**src/rtl/core/assert_macros.svh**
```systemverilog
// Assertion helpers shared by the RTL. Compiled out when SYNTH is defined.
`ifndef ASSERT_MACROS_SVH
`define ASSERT_MACROS_SVH

`ifndef SYNTH
// Clocked property, disabled while reset is asserted.
`define ASSERT_CLK(lbl, prop, msg) \
  lbl: assert property (@(posedge clk) disable iff (rst) prop) else $error(msg);
// Clocked implication, same-cycle consequent.
`define ASSERT_IMPL(lbl, pre, post, msg) \
  `ASSERT_CLK(lbl, (pre) |-> (post), msg)
`else
`define ASSERT_CLK(lbl, prop, msg)
`define ASSERT_IMPL(lbl, pre, post, msg)
`endif

`endif

```
**src/rtl/core/bpa_pkg.sv**
```systemverilog
package bpa_pkg;

  localparam logic CMD_ALLOC = 1'b0;
  localparam logic CMD_FREE  = 1'b1;

  localparam logic [2:0] ST_REUSED   = 3'd0;
  localparam logic [2:0] ST_GROWN    = 3'd1;
  localparam logic [2:0] ST_NO_SPACE = 3'd2;
  localparam logic [2:0] ST_FREED    = 3'd3;
  localparam logic [2:0] ST_IGNORED  = 3'd4;

  localparam logic [15:0] LIMIT_RESET = 16'd32000;

  // controller -> datapath
  typedef struct packed {
    logic start;     // request transfer taken
    logic scan;      // one step of the first-fit scan
    logic fin_free;  // write back the cleared word
    logic load_out;  // move result into the output register
  } bpa_cmd_t;

  // datapath -> controller
  typedef struct packed {
    logic free_ok;   // free request names an existing page other than 0
    logic scan_end;  // scan resolved this cycle
  } bpa_sts_t;

endpackage

```
**src/rtl/core/bpa_ctrl.sv**
```systemverilog
module bpa_ctrl (
  input  logic              clk,
  input  logic              rst,
  input  logic              in_valid,
  output logic              in_stall,
  input  logic              in_cmd,
  output logic              out_valid,
  input  logic              out_stall,
  output bpa_pkg::bpa_cmd_t cmd,
  input  bpa_pkg::bpa_sts_t sts
);
  import bpa_pkg::*;

  localparam logic [2:0] S_IDLE  = 3'd0;
  localparam logic [2:0] S_SCAN  = 3'd1;
  localparam logic [2:0] S_FWAIT = 3'd2;
  localparam logic [2:0] S_FWR   = 3'd3;
  localparam logic [2:0] S_DONE  = 3'd4;

  logic [2:0] state;
  logic [2:0] state_next;
  logic       out_valid_next;
  logic       accept;
  logic       out_take;

  assign in_stall = (state != S_IDLE);
  assign accept   = in_valid && !in_stall;
  assign out_take = out_valid && !out_stall;

  always_comb begin
    cmd        = '0;
    state_next = state;
    case (state)
      S_IDLE: begin
        if (accept) begin
          cmd.start = 1'b1;
          if (in_cmd == CMD_ALLOC) begin
            state_next = S_SCAN;
          end else if (sts.free_ok) begin
            state_next = S_FWAIT;
          end else begin
            state_next = S_DONE;
          end
        end
      end
      S_SCAN: begin
        cmd.scan = 1'b1;
        if (sts.scan_end) begin
          state_next = S_DONE;
        end
      end
      S_FWAIT: state_next = S_FWR;
      S_FWR: begin
        cmd.fin_free = 1'b1;
        state_next   = S_DONE;
      end
      S_DONE: begin
        if (!out_valid || out_take) begin
          cmd.load_out = 1'b1;
          state_next   = S_IDLE;
        end
      end
      default: state_next = S_IDLE;
    endcase
  end

  always_comb begin
    out_valid_next = out_valid;
    if (cmd.load_out) begin
      out_valid_next = 1'b1;
    end else if (out_take) begin
      out_valid_next = 1'b0;
    end
  end

  always_ff @(posedge clk) begin
    if (rst) begin
      state     <= S_IDLE;
      out_valid <= 1'b0;
    end else begin
      state     <= state_next;
      out_valid <= out_valid_next;
    end
  end

endmodule

```
**config.mk**
```make
export PLATFORM = sky130hd
export DESIGN_NAME = bpa_ctrl
export DESIGN_NICKNAME = d
export VERILOG_FILES = /design/src/rtl/core/assert_macros.svh /design/src/rtl/core/bpa_pkg.sv /design/src/rtl/core/bpa_ctrl.sv
export SDC_FILE = /design/constraint.sdc
export NUM_CORES = 1
export LEC_CHECK = 0
export BUFFER_PORTS_ARGS = -buffer_cell sky130_fd_sc_hd__buf_2
export CORE_AREA = 2 2 39 41
export CTS_CLUSTER_SIZE = 40
export DETAILED_ROUTE_END_ITERATION = 8
export DIE_AREA = 0 0 41 43
export SYNTH_ARGS = -nofsm -noshare
export SYNTH_HDL_FRONTEND = slang
export SYNTH_SLANG_ARGS = --single-unit
```
**constraint.sdc**
```tcl
create_clock -name clk -period 2.51 [get_ports clk]
set_input_delay 0 -clock clk [delete_from_list [all_inputs] [get_ports clk]]
set_output_delay 0 -clock clk [all_outputs]
set_load 0.1 [all_outputs]
```
==> summary.md, run 1 <==
| Metric | Value |
|---|---|
| Async set or reset register ratio after synthesis | 0% |
| Total global routing track utilization | 7.24% |
| Setup repair after global routing missed its margin | false |
| Cell at the root of the clock tree | sky130_fd_sc_hd__clkbuf_4 |
| CP required | 2.51 ns |
| Via count | 237 |
| Largest clock skew in the final design | 0.00468 ns |
| Via density per instance | 4.23 |
| Sum of net half-perimeters after detailed placement | 379 um |
| Largest cells by area after synthesis | sky130_fd_sc_hd__dfxtp_1, sky130_fd_sc_hd__and4bb_2, sky130_fd_sc_hd__nor2_1 |
| Number of global-route vias before repair | 201 |
| Mean instance size in the synthesized netlist | 8.61 um^2 |
| Syn nets | 32 |
| Maximum net fanout on the critical path | 8 |
| # diodes | 0 |
| Mapped cell area | 215 um^2 |
| Largest net degree at the start of global routing | 9 |
| Post-synthesis register bit count | 4 |
| Fraction of layout instances using a drive strength above 1 | 47.5% |
| Worst-case setup margin in the final layout | 0.909 ns |
| Cell Rows | 14 |
| First-pass GRT wire length | 814 um |
| Share of the yosys chip area belonging to registers | 37.2% |
| DRC marker count from the first detailed-route iteration | 4 |
| First-pass iteration count of the detailed router | 4 |
| Area after detailed placement | 293 um^2 |
| Count of nets left with antenna violations after detail routing | 0 |
| Reg2Reg Setup Slack | 1.36 ns |
| Area Overhead vs Synth | 51.2% |
| Class of the tightest hold or removal check | in -> reg |
| Number of placed instances with taps included | 52 |
| Total length of routed wires | 506 um |
| Worst slack, placed | 1.15 ns |
| Post-CTS setup buffers | 0 |
| Critical-path cell with the highest stage delay | sky130_fd_sc_hd__or3_2 |
| Number of H-tree levels | 1 |
| Final count of hold timing violations | 0 |
| Layout Nets | 49 |
| Final worst path period need | 1.60 ns |
| Aggregate negative setup slack | 0 ns |
| Peak supply drop | 0.000270 V |
| Top FF cell, synth | sky130_fd_sc_hd__dfxtp_1 |
| Num CTS Buffers | 3 |
| Slowest stage delay, CP | 0.50 ns |
| Final setup violating endpoints | 0 |
| Leftover overflow at the end of global routing | 0 |
| Number of instances in the synthesized netlist | 25 |
| Overall die height | 43 um |
| Deepest clock path buffer count | 2 |
| Routability cong. | 0.641 |
| Register clock-pin slew on the reported worst setup and hold paths | 0.04 ns |
| Yosys synthesis warning count | 0 |
| Critical Path, Cell by Cell | or3_2, nor2_1, buf_2 |
| Endpoint arrival time on the critical path | 1.60 ns |
| Insertion delay of the later-clocked pin in the worst-skew pair | 0.23 ns |
| IO Port Bufs | 12 |
| Capturing element type of the critical path | primary output |
| Cell type contributing the most total cell area after synthesis | sky130_fd_sc_hd__dfxtp_1 |
| FILL cells | 162 |
| Yosys cell types | 18 |
| Leakage power | 0.154 nW |
| Worst-case hold slack | 0.0552 ns |
| Top post-synthesis cells by count | sky130_fd_sc_hd__dfxtp_1, sky130_fd_sc_hd__nor2_1, sky130_fd_sc_hd__a21oi_1, sky130_fd_sc_hd__nand2_1 |
| Setup crit start kind | flop |
| TritonCTS clock tree | built |
| Sink Count | 4 |
| Number of top-level pins | 13 |
| Type of the worst setup path | reg -> out |
| Number of cells in the finished layout apart from fillers | 56 |
| Slew at the pin with the worst max-slew slack | 0.484 ns |
| Normalized max-slew margin | 67.9% |
| Initial antenna violation count | 0 |
| Area fraction of the dominant cell type after synthesis | 37.2% |
| Count leader, synth | sky130_fd_sc_hd__dfxtp_1 |
| Overall die width | 41 um |
| Area of the core | 1380 um^2 |
| Final Instance Area | 325 um^2 |
| Maximum Capacitance Violations | 0 |
| Ratio of total power to cell area | 757 nW/um^2 |
| Highest Clock Rate | 624 MHz |
| Final period util | 63.8% |
| Final Max Tran Viols | 0 |
| Initial core utilization | 15.6% |
| Area of the die | 1760 um^2 |
| Final routed DRC violation total | 0 |
| Number of flops mapped to enable cells by yosys | 0 |
| Routed WL per cell | 9.04 um |
| Result of the run | finished, final reports clean |
==> through the flow <==
| stage | power [W] | utilization (%) |
|---|---|---|
| 3_3_place_gp | 0.000167 | 21.2 |
| 3_5_place_dp | 0.000167 | 21.2 |
| 6_report | 0.000246 | 23.5 |
| 2_1_floorplan | 0.000152 | - |
| 5_1_grt | 0.000259 | 23.5 |
| 4_1_cts | 0.000251 | 23.5 |
==> placed cells by master, fill, tap and decap left out, types with 2 or more instances in the layout <==
cell type / synthesis / final
sky130_fd_sc_hd__a21oi_1: 2 / 2
sky130_fd_sc_hd__buf_2: 0 / 12
sky130_fd_sc_hd__clkbuf_4: 0 / 3
sky130_fd_sc_hd__dfxtp_1: 4 / 4
sky130_fd_sc_hd__nand2_1: 2 / 2
sky130_fd_sc_hd__nor2_1: 3 / 3
==> power by group <==
group,switching (W),leakage [nW],internal [W]
clock,0.0000256,0.0138,0.0000534
combinational,0.0000732,0.108,0.0000198
sequential,0.00000589,0.0327,0.0000683
total,0.000105,0.154,0.000141
==> what timing repair did <==
action                                 CTS  global route
hold buffers                             1             0
setup endpoints to repair                0             0
endpoints found under the hold margin    2             0
gates resized for setup                  0             0
==> state kept, by name (all words and copies together), names as in the netlist <==
name,count
state,3
out_valid,1
==> worst paths after layout <==
kind | cells past startpoint | end | startpoint
setup / recovery | 3 | cmd[3] | state[1]
hold reg to reg | 2 | out_valid | out_valid
setup reg to reg | 3 | state[2] | state[0]
hold / removal | 3 | out_valid | out_stall
==> cell type report <==
type                       count  area [um^2]  share of cell area [%]
multi-input combinational     19          129                    39.6
sequential                     4         80.1                    24.6
timing repair buffer          13         70.1                    21.5
clock buffer                   3         22.5                    6.92
tap                           16         20.0                    6.15
inverter                       1         3.75                    1.15
==> layer usage <==
layer	wire [um]	track usage (%)	up-vias	part of all wire, %
met5	0	0	-	0
met1	206	8.39	100	41
li1	-	-	122	-
met3	83	6.28	0	16
met2	216	9.69	15	43
met4	0	2.00	0	0
==> kinds of logic (layout without fill, tap and decap cells) <==
| family | Yosys count | in the layout | synth area share (%) |
|---|---|---|---|
| and+or+nand+nor | 12 | 12 | 36.1 |
| AOI/OAI and AO/OA | 7 | 7 | 21.5 |
| DFF | 4 | 4 | 37.2 |
| buffers and inverters | 2 | 17 | 5.23 |
==> worst max-delay path, delay by kind of cell, from the launching register on <==
family | cells | cell delay, ns
buffers and inverters | 1 | 0.42
flip-flops | 1 | 0.36
AND/OR/NAND/NOR | 2 | 0.59
Power figures use the tool's default switching activity.
==> inputs of run 2 (changes only) <==
==> constraint.sdc (replaced) <==
create_clock -name clk -period 1.62 [get_ports clk]
set_input_delay 0 -clock clk [delete_from_list [all_inputs] [get_ports clk]]
set_output_delay 0 -clock clk [all_outputs]
set_load 0.1 [all_outputs]
==> run 2 against run 1 <==
Against the previous run:
- sequential power is 57% higher
- non-clock buffer count stayed put
- die area did not move
- first-iteration DRC count is 25% lower
- routed wire length up 5.1%
- worst hold slack lost 0.0090 ns
- clock power grew 61%
- combinational power up 62%
==> summary.md, run 2 (synthesis results as in run 1) <==
| Metric | Value |
|---|---|
| Setup crit start kind | flop (unchanged) |
| Final Max Tran Viols | 0 (unchanged) |
| Post-CTS setup buffers | 0 (unchanged) |
| Endpoint arrival time on the critical path | 1.54 ns (was 1.60 ns) |
| Area of the die | 1760 um^2 (unchanged) |
| Overall die height | 43 um (unchanged) |
| Number of top-level pins | 13 (unchanged) |
| Class of the tightest hold or removal check | in -> reg (unchanged) |
| Final count of hold timing violations | 0 (unchanged) |
| Final setup violating endpoints | 0 (unchanged) |
| Worst-case hold slack | 0.0462 ns (was 0.0552 ns) |
| Largest net degree at the start of global routing | 9 (unchanged) |
| Slowest stage delay, CP | 0.42 ns (was 0.50 ns) |
| Total global routing track utilization | 7.65% (was 7.24%) |
| Register clock-pin slew on the reported worst setup and hold paths | 0.04 ns (about the same) |
| Leading cell types in the layout, fill and taps excluded | sky130_fd_sc_hd__buf_2, sky130_fd_sc_hd__dfxtp_1, sky130_fd_sc_hd__clkbuf_4 (was sky130_fd_sc_hd__buf_2, sky130_fd_sc_hd__dfxtp_1, sky130_fd_sc_hd__nor2_1, sky130_fd_sc_hd__clkbuf_4) |
| Met1 routing resource usage after global routing | 7.77% (was 8.39%) |
| Setup repair after global routing missed its margin | false (unchanged) |
| Number of H-tree levels | 1 (unchanged) |
| First-pass iteration count of the detailed router | 4 (unchanged) |
| Ratio of total power to cell area | 1170 nW/um^2 (was 757 nW/um^2) |
| Final routed DRC violation total | 0 (unchanged) |
| Routed WL per cell | 9.50 um (was 9.04 um) |
| Leakage power | 0.155 nW (was 0.154 nW) |
| Worst setup path startpoint | state[1] (unchanged) |
| Cell Rows | 14 (unchanged) |
| Busiest layer in global routing | met2 (unchanged) |
| Most common library cell in the layout ignoring fill and taps | sky130_fd_sc_hd__buf_2 (unchanged) |
| Slew at the pin with the worst max-slew slack | 0.484 ns (about the same) |
| Insertion delay of the later-clocked pin in the worst-skew pair | 0.24 ns (was 0.23 ns) |
| Overall die width | 41 um (unchanged) |
| Sink Count | 4 (unchanged) |
| Routability cong. | 0.626 (was 0.641) |
| Num CTS Buffers | 3 (unchanged) |
| Fraction of layout instances using a drive strength above 1 | 50.0% (was 47.5%) |
| Area of the core | 1380 um^2 (unchanged) |
| GR Layer Usage met3 | 4.71% (was 6.28%) |
| Result of the run | finished, final reports clean (unchanged) |
| # diodes | 0 (unchanged) |
| TritonCTS clock tree | built (unchanged) |
| Maximum Capacitance Violations | 0 (unchanged) |
| Deepest clock path buffer count | 2 (unchanged) |
| Final worst path period need | 1.54 ns |
| Launch point of the worst reg-to-reg path | state[0] (unchanged) |
| Reg2Reg Setup Slack | 0.47 ns (was 1.36 ns) |
| Initial antenna violation count | 0 (unchanged) |
| IO Port Bufs | 12 (unchanged) |
| Area Overhead vs Synth | 56.4% (was 51.2%) |
| Highest Clock Rate | 651 MHz |
| Final period util | 94.8% |
| Via density per instance | 4.45 (was 4.23) |
| Share of the core filled with cells | 24.3% (was 23.5%) |
| Capturing element type of the critical path | primary output (unchanged) |
| Type of the worst setup path | reg -> out (unchanged) |
| Worst Reg-to-Reg Cells | 3 (unchanged) |
| Register name with the most flops | state (unchanged) |
| Normalized max-slew margin | 68.0% (was 67.9%) |
| Cell at the root of the clock tree | sky130_fd_sc_hd__clkbuf_4 (unchanged) |
| Initial core utilization | 15.6% (unchanged) |
| CP required | 1.62 ns (was 2.51 ns) |
| Destination of the critical timing path | cmd[3] (unchanged) |
| Via count | 249 (was 237) |
| Count of nets left with antenna violations after detail routing | 0 (unchanged) |
| Critical Path, Cell by Cell | or3_4, nor2_4, buf_2 (was or3_2, nor2_1, buf_2) |
| Critical-path cell with the highest stage delay | sky130_fd_sc_hd__or3_4 (was sky130_fd_sc_hd__or3_2) |
| Total length of routed wires | 532 um (was 506 um) |
| Layout Nets | 49 (unchanged) |
| Largest clock skew in the final design | 0.00156 ns (was 0.00468 ns) |
| First-pass GRT wire length | 828 um (was 814 um) |
| DRC marker count from the first detailed-route iteration | 3 (was 4) |
| Worst reg2reg endpoint | state[2] (unchanged) |
| Maximum net fanout on the critical path | 8 (unchanged) |
| Number of flip-flops under the largest register name | 3 (unchanged) |
| Leftover overflow at the end of global routing | 0 (unchanged) |
| Grt met2 use | 9.69% (unchanged) |
| Largest registers | state x3, out_valid x1 (unchanged) |
| Peak supply drop | 0.000359 V (was 0.000270 V) |
| Number of global-route vias before repair | 216 (was 201) |
run 2: cell types whose count changed in the layout (fill, tap and decap cells not counted):
cell	before	now
sky130_fd_sc_hd__or3_2	1	0
sky130_fd_sc_hd__nor2_1	3	2
sky130_fd_sc_hd__or3_4	0	1
sky130_fd_sc_hd__nor2_4	0	1
run 2: area by class of cell:
class | instances | area, um^2
Tap cell | 16 | 20.0
Clock buffer | 3 | 22.5
Timing Repair Buffer | 13 | 70.1
Inverter | 1 | 3.75
Sequential cell | 4 | 80.1
Fill cell | 156 | 1050
Multi-Input combinational cell | 19 | 140
run 2: routing by layer:
metal / vias to the layer above / wire (um) / share of wire (%)
met2: 13 / 236 / 44
met1: 113 / 235 / 44
li1: 123 / - / -
met4: 0 / 0 / 0
met5: - / 0 / 0
met3: 0 / 60 / 11
run 2: how the worst min path moves through the flow:
| stage | from | to | depth (start not counted) |
|---|---|---|---|
| after floorplan | rst | out_valid | 1 |
| after global placement | rst | out_valid | 2 |
| after detailed placement | rst | out_valid | 2 |
| after CTS | out_stall | out_valid | 3 |
| after global routing | out_stall | out_valid | 3 |
| final | out_stall | out_valid | 3 |
run 2: stage by stage:
step / area, um^2 / power (W) / instances / worst slack [ns] / setup TNS [ns]
6_report: 337 / 0.000394 / 56 / 0.0849 / 0
5_1_grt: 337 / 0.000418 / 56 / 0.0298 / 0
4_1_cts: 337 / 0.000402 / 56 / 0.0683 / 0
3_5_place_dp: 304 / 0.000267 / 52 / 0.325 / 0
3_3_place_gp: 304 / 0.000266 / 52 / 0.345 / 0
2_1_floorplan: 231 / 0.000244 / 25 / -0.00231 / -0.00231
run 2: repair_timing:
action | CTS | global route
hold endpoints to repair | 3 | 0
hold buffers | 1 | 0
resized for setup | 0 | 0
run 2: power breakdown:
part           switching (W)  leakage [nW]  internal, W  total, W
combinational       0.000116         0.109    0.0000350  0.000151
sequential        0.00000998        0.0327     0.000106  0.000116
clock              0.0000442        0.0138    0.0000831  0.000127
total               0.000170         0.155     0.000224  0.000394
run 2: worst max-delay path, delay by kind of cell (launching register included):
kind	cells	cell delay, ns
AND/OR/NAND/NOR	2	0.52
flip-flops	1	0.36
buffers and inverters	1	0.42
